--- config.mk ---
export PLATFORM = sky130hd
export DESIGN_NAME = wrc_ram
export DESIGN_NICKNAME = d
export VERILOG_FILES = /design/src/hw/rtl/wrc_ram.sv
export SDC_FILE = /design/constraint.sdc
export NUM_CORES = 1
export LEC_CHECK = 0
export ABC_AREA = 1
export BUFFER_PORTS_ARGS = -buffer_cell sky130_fd_sc_hd__buf_2
export CAP_MARGIN = 10
export CORE_UTILIZATION = 56
export DETAILED_ROUTE_END_ITERATION = 16
export PLACE_DENSITY = 0.88
export REMOVE_ABC_BUFFERS = 1
export SETUP_SLACK_MARGIN = 0.02
export SLEW_MARGIN = 20
export SYNTH_ARGS = -nofsm -noshare
export SYNTH_HDL_FRONTEND = slang
export SYNTH_SLANG_ARGS = --single-unit
--- constraint.sdc ---
create_clock -name clk -period 2.5 [get_ports clk]
set_input_delay 0.625 -clock clk [delete_from_list [all_inputs] [get_ports clk]]
set_output_delay 0.625 -clock clk [all_outputs]
set_load 0.02 [all_outputs]
--- src/hw/rtl/wrc_ram.sv ---
// ----------------------------------------------------------------------------
// wrc_ram
// Generic single-port-write, registered-read RAM.
// ----------------------------------------------------------------------------
`default_nettype none
module wrc_ram #(
    parameter int unsigned WIDTH = 32,
    parameter int unsigned DEPTH = 16
) (
    input  wire logic                     clk,
    input  wire logic                     we,
    input  wire logic [$clog2(DEPTH)-1:0] waddr,
    input  wire logic [WIDTH-1:0]         wdata,
    input  wire logic [$clog2(DEPTH)-1:0] raddr,
    output logic      [WIDTH-1:0]         rdata
);
    logic [WIDTH-1:0] mem [DEPTH];

    always_ff @(posedge clk)
    begin
        if (we)
            mem[waddr] <= wdata;
        rdata <= mem[raddr];
    end
endmodule
`default_nettype wire

=== After elaboration in Yosys (flattened, before gate mapping) ===
Memories as Yosys holds them, arrays and structs flattened. A register that Yosys moved wholly into a read port is not among the register bits.
Cells that the tools add are included.

* Memories kept: 1
* Word-level logic and storage cells: 3
* Memory bits (writable): 512
* Register bits: 0
* Output and inout port bits: 32
* Input bits: 42

{| class="wikitable"
|+ Memories
! memory !! depth !! width !! read ports !! clocked after memory_dff !! write ports !! line !! text
|-
| mem || 16 || 32 || 1 || 1 || 1 || 17 || <nowiki>logic [WIDTH-1:0] mem [DEPTH];</nowiki>
|}

* Multiplexer cells: 2

{| class="wikitable"
|+ Operators with widths
! kind !! number
|-
| 2-to-1 mux 1 bit || 2
|}

=== Depth between registers and ports, before layout ===
* Word-level depth: 2
* Depth in mapped cells: 10
* Mapped depth without buffers: 7

=== Worst setup path before layout ===
Ideal clock, no wire load.

* Path type: input to register
* From: in waddr[2]
* To: mem mem[10][0] (enable)
* Buffers on the path: 0
* Required time: 2.079 ns
* Stages: 2
* Arrival: 2.197 ns
* Setup slack: -0.118 ns
* Library setup time: 0.421 ns
* Cells stage by stage: nand3b_1 nor2_1

{| class="wikitable"
|+ RTL lines
! element !! line !! text
|-
| from (decl) || 12 || <nowiki>input wire logic [$clog2(DEPTH)-1:0] waddr,</nowiki>
|-
| to (decl) || 17 ||
|}

No word-level cell before the write port.

=== Worst setup path after layout ===
* From: reg rdata[18] (read register of mem)
* To: out rdata[18]

{| class="wikitable"
|+ RTL lines
! element !! line !! text
|-
| from (decl) || 15 || <nowiki>output logic [WIDTH-1:0] rdata</nowiki>
|}

No word-level cell between the ends.

==> results by group <==
Layout
  • Layout area overhead: 12.9%
  • Nets: 2242
  • Post-route cell area: 25700 um^2
  • Layout cells sized above 1: 0.100
  • Most frequent cells in the layout: 677 x nand2_1, 512 x edfxtp_1, 387 x inv_1
  • Most common cell after layout, fill and taps aside: nand2_1

Hold path
  • Min-Delay Startpoint: wdata[6]
  • Cells on Worst Hold Path: 1
  • Worst Hold Path EP: mem[9][6]
  • Worst hold-check path type: input pin to flip-flop

Timing
  • Max-slew headroom: 0.418
  • Worst-margin pin slew: 0.872 ns
  • Final setup fails: 0
  • Post-Route Skew: 0.0166 ns
  • RSZ-0062 raised after global routing: false
  • PnR worst setup slack: 0.663 ns
  • Max-slew violations: 0
  • Min Tclk post-route: 1.84 ns
  • F_max: 544 MHz
  • Final worst path period share: 0.735
  • Final hold violations: 0

CTS
  • Resized Gates After CTS: 0
  • H-tree level count: 2
  • Worst-skew pair later-pin latency: 0.57 ns
  • TritonCTS clock tree: done
  • Max Root-Sink Buffers: 3
  • # hold bufs at CTS: 0
  • CTS Buf Count: 52
  • Root Driver: clkbuf_16
  • Clock transition at path regs: 0.06 ns
  • Postcts setup bufs: 0
  • Clock sink count: 544

Setup path
  • Crit Path Class: flip-flop to primary output
  • CP max FO: 1
  • CP endpoint kind: primary output
  • Crit-path cells: buf_2
  • Critical path data arrival time: 1.21 ns
  • Setup slack, reg-to-reg: 1.37 ns
  • Buf/Inv on CP: 1
  • Critical Path RT: 1.88 ns
  • Largest delay contributor family on the critical path: flip-flops
  • R2r endpoint: rdata[17]
  • RR Startpoint: mem[10][17]
  • Slowest stage delay, CP: 0.43 ns
  • CP Launch Type: flip-flop
  • Crit path max-delay cell type: dfxtp_1
  • Reg2reg path depth: 6

Floorplan
  • Starting Density: 0.569
  • Die Span Y: 203 um
  • Die ar.: 41400 um^2
  • Core Footprint: 39900 um^2
  • Die width: 203 um
  • # rows: 73
  • Boundary Pins: 74

Route
  • Vias per cell: 5.73
  • Drt drc: 0
  • WL per Instance: 21.1 um
  • Met3 wire length: 7.20 mm
  • DR iter-0 viols: 2526
  • TritonRoute pass-1 iters: 6
  • ANT nets after route: 0
  • Post-Route WL: 58.4 mm
  • Uppermost routed layer: met5
  • WL met2: 28.7 mm
  • Vias: 15900
  • WL met1: 19.8 mm

Synthesis
  • Cell count after synthesis: 2120
  • Synthesized flop and latch total: 544
  • Distinct cell type count after synthesis: 15
  • Post-synthesis sequential area ratio: 0.705
  • Synth Warn #: 0
  • Mapped Avg Cell Area: 10.7 um^2
  • Synth Cell Area: 22700 um^2

Flow run
  • Max_cap viols: 0

GRT
  • Vias in the first global route: 16200
  • Overall Global Routing Usage: 0.285
  • First-pass GRT wire length: 89.1 mm
  • GRT overflow: 0
  • Pin count of the biggest net entering global routing: 89
  • Initial antenna violation count: 3

Place
  • Placed Instance Area: 23900 um^2
  • Pre-CTS setup slack: 0.318 ns
  • Routability cong.: 0.882
  • Post-DP HPWL: 32.0 mm
  • Port bufs: 73

Power and ir drop
  • P per Cell Area: 758 nW/um^2
  • Leak Pwr: 11.0 nW
  • Maximum vdd drop: 0.562 mV

Outcome
  • Outcome: complete, no violations
cell families (layout without fill, tap and decap cells):
family / after synthesis / count (layout) / synth area share
other: 0 / 2 / 0
DFF: 544 / 544 / 0.705
and+or+nand+nor: 1081 / 1081 / 0.200
buffers and inverters: 495 / 616 / 0.0954
registers in the layout, indices dropped and copies added (netlist names):
signal / cells
rdata: 32
mem: 512
power by group:
part,internal [mW],switching [mW]
clock network,4.60,3.26
logic,0.364,0.962
registers,10.2,0.0714
worst reg2reg max path: cells and delay by family (launching register included):
kind	cells	cell delay, ns
DFF	1	0.39
and+or+nand+nor	6	0.63
worst max-delay path by stage:
stage | from | end | slack (ns) | cells past startpoint
4_1_cts | rdata[31] | rdata[31] | 0.65 | 1
2_1_floorplan | raddr[1] | rdata[0] | -0.46 | 5
3_5_place_dp | raddr[0] | rdata[25] | 0.32 | 8
6_report | rdata[18] | rdata[18] | 0.66 | 1
3_3_place_gp | raddr[0] | rdata[25] | 0.32 | 8
5_1_grt | rdata[18] | rdata[18] | 0.61 | 1
layout make-up:
| class | instances | area, um^2 |
|---|---|---|
| Timing Repair Buffer | 131 | 1130 |
| Clock inverter | 16 | 179 |
| Clock buffer | 79 | 1520 |
| Multi-Input combinational cell | 1081 | 4670 |
| Fill cell | 2650 | 14300 |
| Sequential cell | 544 | 16000 |
| Tap cell | 525 | 657 |
| Antenna cell | 2 | 5.00 |
| Inverter | 390 | 1470 |
per-stage QoR:
| step | hold slack (ns) | total power, mW | TNS [ns] | util | std cells |
|---|---|---|---|---|---|
| 2_1_floorplan | 0.607 | 11.0 | -63.61 | - | 2015 |
| 3_3_place_gp | 0.625 | 11.7 | 0 | 0.600 | 2671 |
| 3_5_place_dp | 0.639 | 11.7 | 0 | 0.600 | 2671 |
| 4_1_cts | 0.404 | 19.5 | 0 | 0.643 | 2766 |
| 5_1_grt | 0.420 | 19.9 | 0 | 0.643 | 2766 |
| 6_report | 0.426 | 19.4 | 0 | 0.643 | 2768 |
cells in the mapped netlist (all sizes together):
cell      n  area, um^2
clkbuf   14        52.6
nand3   385        1930
dfxtp    32         641
inv     390        1470
edfxtp  512       15400
buf      91         649
nand3b    2        15.0
nor2     17        63.8
nand2   677        2540
metal layers:
| metal | track usage | up-vias |
|---|---|---|
| li1 | - | 7009 |
| met1 | 0.360 | 7371 |
| met2 | 0.474 | 1227 |
| met3 | 0.0516 | 253 |
| met4 | 0.146 | 4 |
| met5 | 0 | - |
No activity file was read; power rests on OpenSTA's default activity.
