### src/hw/rtl/wrc_div.sv
// ----------------------------------------------------------------------------
// wrc_div
// Restoring divider, one quotient bit per cycle: f = floor(w*2^31 / W).
// Quotient fits in 32 bits because w <= W.
// ----------------------------------------------------------------------------
`default_nettype none
module wrc_div (
    input  wire logic        clk,
    input  wire logic        rst_n,
    input  wire logic        start,
    input  wire logic [31:0] weight,
    input  wire logic [47:0] divisor,
    output logic             done,
    output logic [31:0]      quot
);
    logic [63:0] num_reg,  num_next;
    logic [48:0] rem_reg,  rem_next;
    logic [31:0] q_reg,    q_next;
    logic [47:0] dvs_reg,  dvs_next;
    logic [6:0]  cnt_reg,  cnt_next;
    logic        busy_reg, busy_next;
    logic [48:0] trial;

    assign quot = q_reg;
    assign done = busy_reg && (cnt_reg == 7'd0);

    always_comb
    begin
        num_next  = num_reg;
        rem_next  = rem_reg;
        q_next    = q_reg;
        dvs_next  = dvs_reg;
        cnt_next  = cnt_reg;
        busy_next = busy_reg;
        trial     = {rem_reg[47:0], num_reg[63]};
        if (start)
        begin
            num_next  = {1'b0, weight, 31'd0};
            rem_next  = '0;
            q_next    = '0;
            dvs_next  = divisor;
            cnt_next  = 7'd64;
            busy_next = 1'b1;
        end
        else if (busy_reg)
        begin
            if (cnt_reg == 7'd0)
                busy_next = 1'b0;
            else
            begin
                num_next = {num_reg[62:0], 1'b0};
                if (trial >= {1'b0, dvs_reg})
                begin
                    rem_next = trial - {1'b0, dvs_reg};
                    q_next   = {q_reg[30:0], 1'b1};
                end
                else
                begin
                    rem_next = trial;
                    q_next   = {q_reg[30:0], 1'b0};
                end
                cnt_next = cnt_reg - 7'd1;
            end
        end
    end

    always_ff @(posedge clk or negedge rst_n)
    begin
        if (!rst_n)
        begin
            busy_reg <= 1'b0;
            cnt_reg  <= '0;
        end
        else
        begin
            busy_reg <= busy_next;
            cnt_reg  <= cnt_next;
        end
    end

    always_ff @(posedge clk)
    begin
        num_reg <= num_next;
        rem_reg <= rem_next;
        q_reg   <= q_next;
        dvs_reg <= dvs_next;
    end
endmodule
`default_nettype wire

### config.mk
export PLATFORM = sky130hd
export DESIGN_NAME = wrc_div
export DESIGN_NICKNAME = d
export VERILOG_FILES = /design/src/hw/rtl/wrc_div.sv
export SDC_FILE = /design/constraint.sdc
export NUM_CORES = 1
export LEC_CHECK = 0
export ABC_AREA = 1
export BUFFER_PORTS_ARGS = -buffer_cell sky130_fd_sc_hd__buf_2
export CAP_MARGIN = 25
export CORE_MARGIN = 2
export CORE_UTILIZATION = 24
export CTS_BUF_LIST = sky130_fd_sc_hd__clkbuf_2
export CTS_CLUSTER_DIAMETER = 50
export DETAILED_ROUTE_END_ITERATION = 8
export GPL_ROUTABILITY_DRIVEN = 0
export PLACE_DENSITY = 0.44
export SETUP_SLACK_MARGIN = 0.5
export SYNTH_ARGS = -nofsm -noshare
export SYNTH_HDL_FRONTEND = slang
export SYNTH_SLANG_ARGS = --single-unit
### constraint.sdc
create_clock -name clk -period 7.7 [get_ports clk]
set_input_delay 1.54 -clock clk [delete_from_list [all_inputs] [get_ports clk]]
set_output_delay 1.54 -clock clk [all_outputs]
set_load 0.005 [all_outputs]
# Word level (Yosys, flattened, before mapping)
# Cells that the tools add are included.
[word_totals] wordCells=28 reg_bits=169
[classes] n_lt_le_gt_ge=1 n_bitwise=1 muxes=11 n_reduce_logical=5 n_addsub=2 n_eq_ne=1
[op_table] operator="63-bit 2-to-1 mux" count=3
[op_table] operator="49-bit by 48-bit greater-or-equal comparator with 1-bit output" count=1
[op_table] operator="48-bit 2-to-1 mux" count=1
[op_table] operator="48-bit subtractor" count=1
[op_table] operator="7-bit 2-to-1 mux" count=3
[op_table] operator="7-bit logical NOT" count=1
[op_table] operator="7-bit by 1-bit subtractor with 7-bit output, second input constant" count=1
[op_table] operator="1-bit 2-to-1 mux" count=4
[op_table] operator="2-bit AND reduction" count=2
[op_table] operator="2-bit != test, second input constant" count=1
[op_table] operator="2-bit nonzero test" count=1
[op_table] operator="1-bit logical AND" count=1
[op_table] operator="1-bit NOT" count=1

# Longest topological paths before layout
[logic_depth] depth_word=4 mapped_depth=17 depth_no_buf=17

# Worst setup path after synthesis
# Ideal clock, no wire load.
[synth_path] kind="input to register" from="in start" to="reg num_reg[31] (enable)" path_slack_ps=4154 arrival_time_ps=3137 cell_stages=4 required_time_ps=7291 path_buffers=2 path_cell_list="clkbuf_1 nor2_1 clkinv_1 clkbuf_1"
[synth_via] elab_chain_len=2 word_cells_on_any_way=3
[synth_rtl] element="start: declaration" line="10" rtl="input wire logic start,"
[synth_rtl] element="2-bit != test (no source line) or 2-bit nonzero test (tied branches)"
[synth_rtl] element="2-bit AND reduction (no source line) (*)"
[synth_rtl] element="end signal: assignment" line="83" rtl="num_reg <= num_next;"
[synth_rtl] element="end: declaration" line="16" rtl="logic [63:0] num_reg, num_next;"
# Every way passes the cells marked *; elsewhere a longest branch is shown, timed or not.
# A chain may end at the register's enable or synchronous reset.

# Final worst setup path
[layout_path] from="reg cnt_reg[0]" to="out done"
[layout_via] elab_chain_len=2
[layout_rtl] element="start: declaration" line="20" rtl="logic [6:0] cnt_reg, cnt_next;"
[layout_rtl] element="start signal: assignment" line="77" rtl="cnt_reg <= cnt_next;"
[layout_rtl] element="7-bit logical NOT" line="25" rtl="assign done = busy_reg && (cnt_reg == 7'd0);"
[layout_rtl] element="1-bit logical AND" line="25"
[layout_rtl] element="end: declaration" line="13" rtl="output logic done,"
# No other way between the ends.

==> reports/summary.txt <==
Period utilization: 46.38%
CTS tree: built
Initial antenna violation count: 9
Clock Tree Root: clkbuf_2
Synth Area in Simple Gates: 36.45%
Mapped Cells: 1,631
Crit-path max FO: 3
Rel. slew slack: 31.98%
Die area: 47,330 sq um
Top Layer Used: met5
Seq. cell area: 4224 sq um
Async S/R FF share, synth: 4.734%
Per-cell routed wire length: 13.50 um
Clock sink total: 169
First-pass GRT wire length: 51,310 um
R2r setup slk: 4540 ps
DIE WIDTH: 217.6 um
Worst path bufs/invs: 2
HPWL Detailed: 24,680 um
Seq/Total Area, Yosys: 38.59%
Cell taking the most area after synthesis: nand2_1
Post-synth EDFFs: 80
Via-per-instance ratio: 4.161
Result of the run: completed
Syn_area_per_cell: 6.711 sq um
Grt ovf: 0
Pre-CTS setup slack: 4287 ps
Compound-Gate Fraction of Synth Area: 4.641%
Post-DRT Antenna Nets: 0
Setup violators final: 0
Hold Path Class: input port to async pin
Post-cts hold buffer count: 0
Yosys cell types: 41
Final Skew: 44.51 ps
Chip height: 217.6 um
Worst reg2reg path endpoint: rem_reg[42]
Worst skew pair latency: 890 ps
Initial Util: 24.22%
Met3 wire length: 1628 um
Post-Synth Adder-Cell Area: 5.898%
Final #Nets: 1,871
Tightest Pin Transition: 1019 ps
PD cells: 157.5 nW/um^2
Main flop type after synthesis: dfxtp_1
RSZ-0062 raised after global routing: no
Postcts setup bufs: 0
Core ar.: 45,190 sq um
Crit Path Class: flip-flop to output port
Final WL: 31,770 um
Clk pin slew, worst setup/hold paths: 290 ps
Clock buffers created by TritonCTS: 17
Filler cell count: 5,121
Final Hold Fails: 0
Slew Limit Fails: 0
I/O Buffers: 115
Yosys warns: 0
Worst Reg2Reg Path Length in Cells: 12
Worst r2r src: dvs_reg[41]
Worst path required time: 6160 ps
Vias: 9,794
Total GRT Usage: 13.89%
Initial DRT Pass Iterations: 5
Met1 WL: 15,780 um
Resized cells post-CTS: 0
Drt initial violations: 510
Vias in the first global route: 9,626
Metal2 WL: 13,920 um
Area share of the leading cell type in the synthesized netlist: 23.66%
Layout area overhead: 13.67%
Peak supply drop: 0.00008895 V
Critical Path AT: 2030 ps
Worst-path cell chain: inv_1 -> ha_1 -> nand4_1 -> nor2_1 -> buf_2
Layout cells sized above 1: 11.31%
Synth area leaders: nand2_1 (24%), edfxtp_1 (22%), dfxtp_1 (15%)
Multi-input logic area: 5360 sq um
Final min period: 3571 ps
Largest family of logic cells by synthesized area: simple AND/OR/NAND/NOR gates
Num ports: 116
Max clock buf depth: 2
Xor/xnor share of the synthesized area: 1.840%
DRC: 0
Post-synthesis mux area share: 0%
Slowest CP cell: dfrtp_1
Worst setup margin: 4129 ps
Maximum clock frequency: 280.0 MHz
Register bit total from synthesis: 169
Sum of negative setup slack: 0 ps
Startpoint Class: flip-flop
Largest net degree at the start of global routing: 66
# rows: 78
Max-Cap Viols: 0
Critical Path Max Stage Delay: 470 ps
Synthesized Nets: 1,765
Post-synthesis cell area: 10,950 sq um
CP top delay family: flip-flops
Static leakage: 6.610 nW
Crit end category: output port
H-tree levels: 4
==> cell usage after synthesis (3+ instances only) <==
cell type,n
nand3_1,91
and2_1,3
inv_2,11
a21oi_1,39
inv_1,300
nor2_1,79
buf_1,3
buf_4,3
nor2_2,9
buf_2,7
nand2_1,690
xnor2_1,21
nor3_1,7
dfxtp_1,81
edfxtp_1,80
nand4_1,11
nand2_2,11
clkbuf_1,18
o22ai_1,31
nor2_4,3
o21ai_0,10
ha_1,50
clkinv_1,3
o21bai_1,5
nand3b_1,35
dfrtp_1,8
==> power breakdown <==
group | internal, mW | switching (mW)
clock | 0.166 | 0.377
sequential | 1.04 | 0.0324
combinational | 0.111 | 0.237
total | 1.31 | 0.647
==> worst max path at each step <==
stage / from / to / slack [ps] / depth (start not counted)
floorplan: start / num_reg[31] / 4150 / 4
global placement: start / num_reg[45] / 4310 / 4
detailed placement: start / cnt_reg[0] / 4290 / 5
CTS: cnt_reg[0] / done / 3980 / 5
global route: cnt_reg[0] / done / 3830 / 5
finish: cnt_reg[0] / done / 4130 / 5
==> worst register-to-register path: cells and delay by family, from the launching register on <==
| family | cells | cell delay, ps |
|---|---|---|
| adder cells (fa/ha/maj) | 1 | 390 |
| buffers and inverters | 2 | 100 |
| flip-flops | 1 | 400 |
| AND/OR/NAND/NOR | 9 | 2240 |
==> per-layer routing <==
metal  up-vias  global-route usage [%]
li1       5218                       -
met1      4376                   18.51
met2       164                   21.93
met3        28                   4.142
met4         8                   3.402
met5         -                       0
==> final cells by class <==
type                    instances  area share (%)
repair buffers                122           5.229
multi-input cells            1113           43.08
inverters                     314           9.473
flip-flops and latches        169           33.95
well taps                     600           6.034
diodes                          4         0.08045
clock inverters                15           1.468
clock buffers                  17          0.6838
==> stage by stage <==
step / hold WS, ps / total power [mW] / std cells / util (%) / area [sq um]
6_report: 426.4 / 1.960 / 2354 / 27.53 / 12440
5_1_grt: 241.8 / 2.102 / 2353 / 27.53 / 12440
4_1_cts: 281.8 / 2.010 / 2350 / 27.51 / 12430
3_5_place_dp: 448.7 / 1.440 / 2318 / 26.92 / 12160
3_3_place_gp: 438.2 / 1.436 / 2317 / 26.86 / 12140
2_1_floorplan: 421.5 / 1.324 / 1631 / - / 10950
==> cells by family (layout without fill, tap and decap cells) <==
family / after synthesis / after routing
AND/OR/NAND/NOR: 950 / 950
other: 0 / 4
adder cells (fa/ha/maj): 51 / 51
buffers and inverters: 349 / 468
AO/OA/AOI/OAI: 89 / 89
flip-flops: 169 / 169
XOR/XNOR: 23 / 23
==> cell usage in the layout, fill, tap and decap left out, types with 3 or more instances in the layout <==
master    count
o22ai_1      31
dfrtp_1       8
edfxtp_1     80
inv_2        12
nand2_1     690
nand2_2      11
a21oi_1      39
o21bai_1      5
o21ai_0      10
clkinv_1      4
and2_1        3
clkbuf_2     17
xnor2_1      21
buf_2       114
inv_1       300
nor2_1       77
nand4_1      11
buf_4         7
nor2_2        9
nand3_1      91
dfxtp_1      81
diode_2       4
nor2_4        5
ha_1         50
inv_6         4
inv_8         5
nand3b_1     35
nor3_1        7
(Power assumes the default switching activity.)
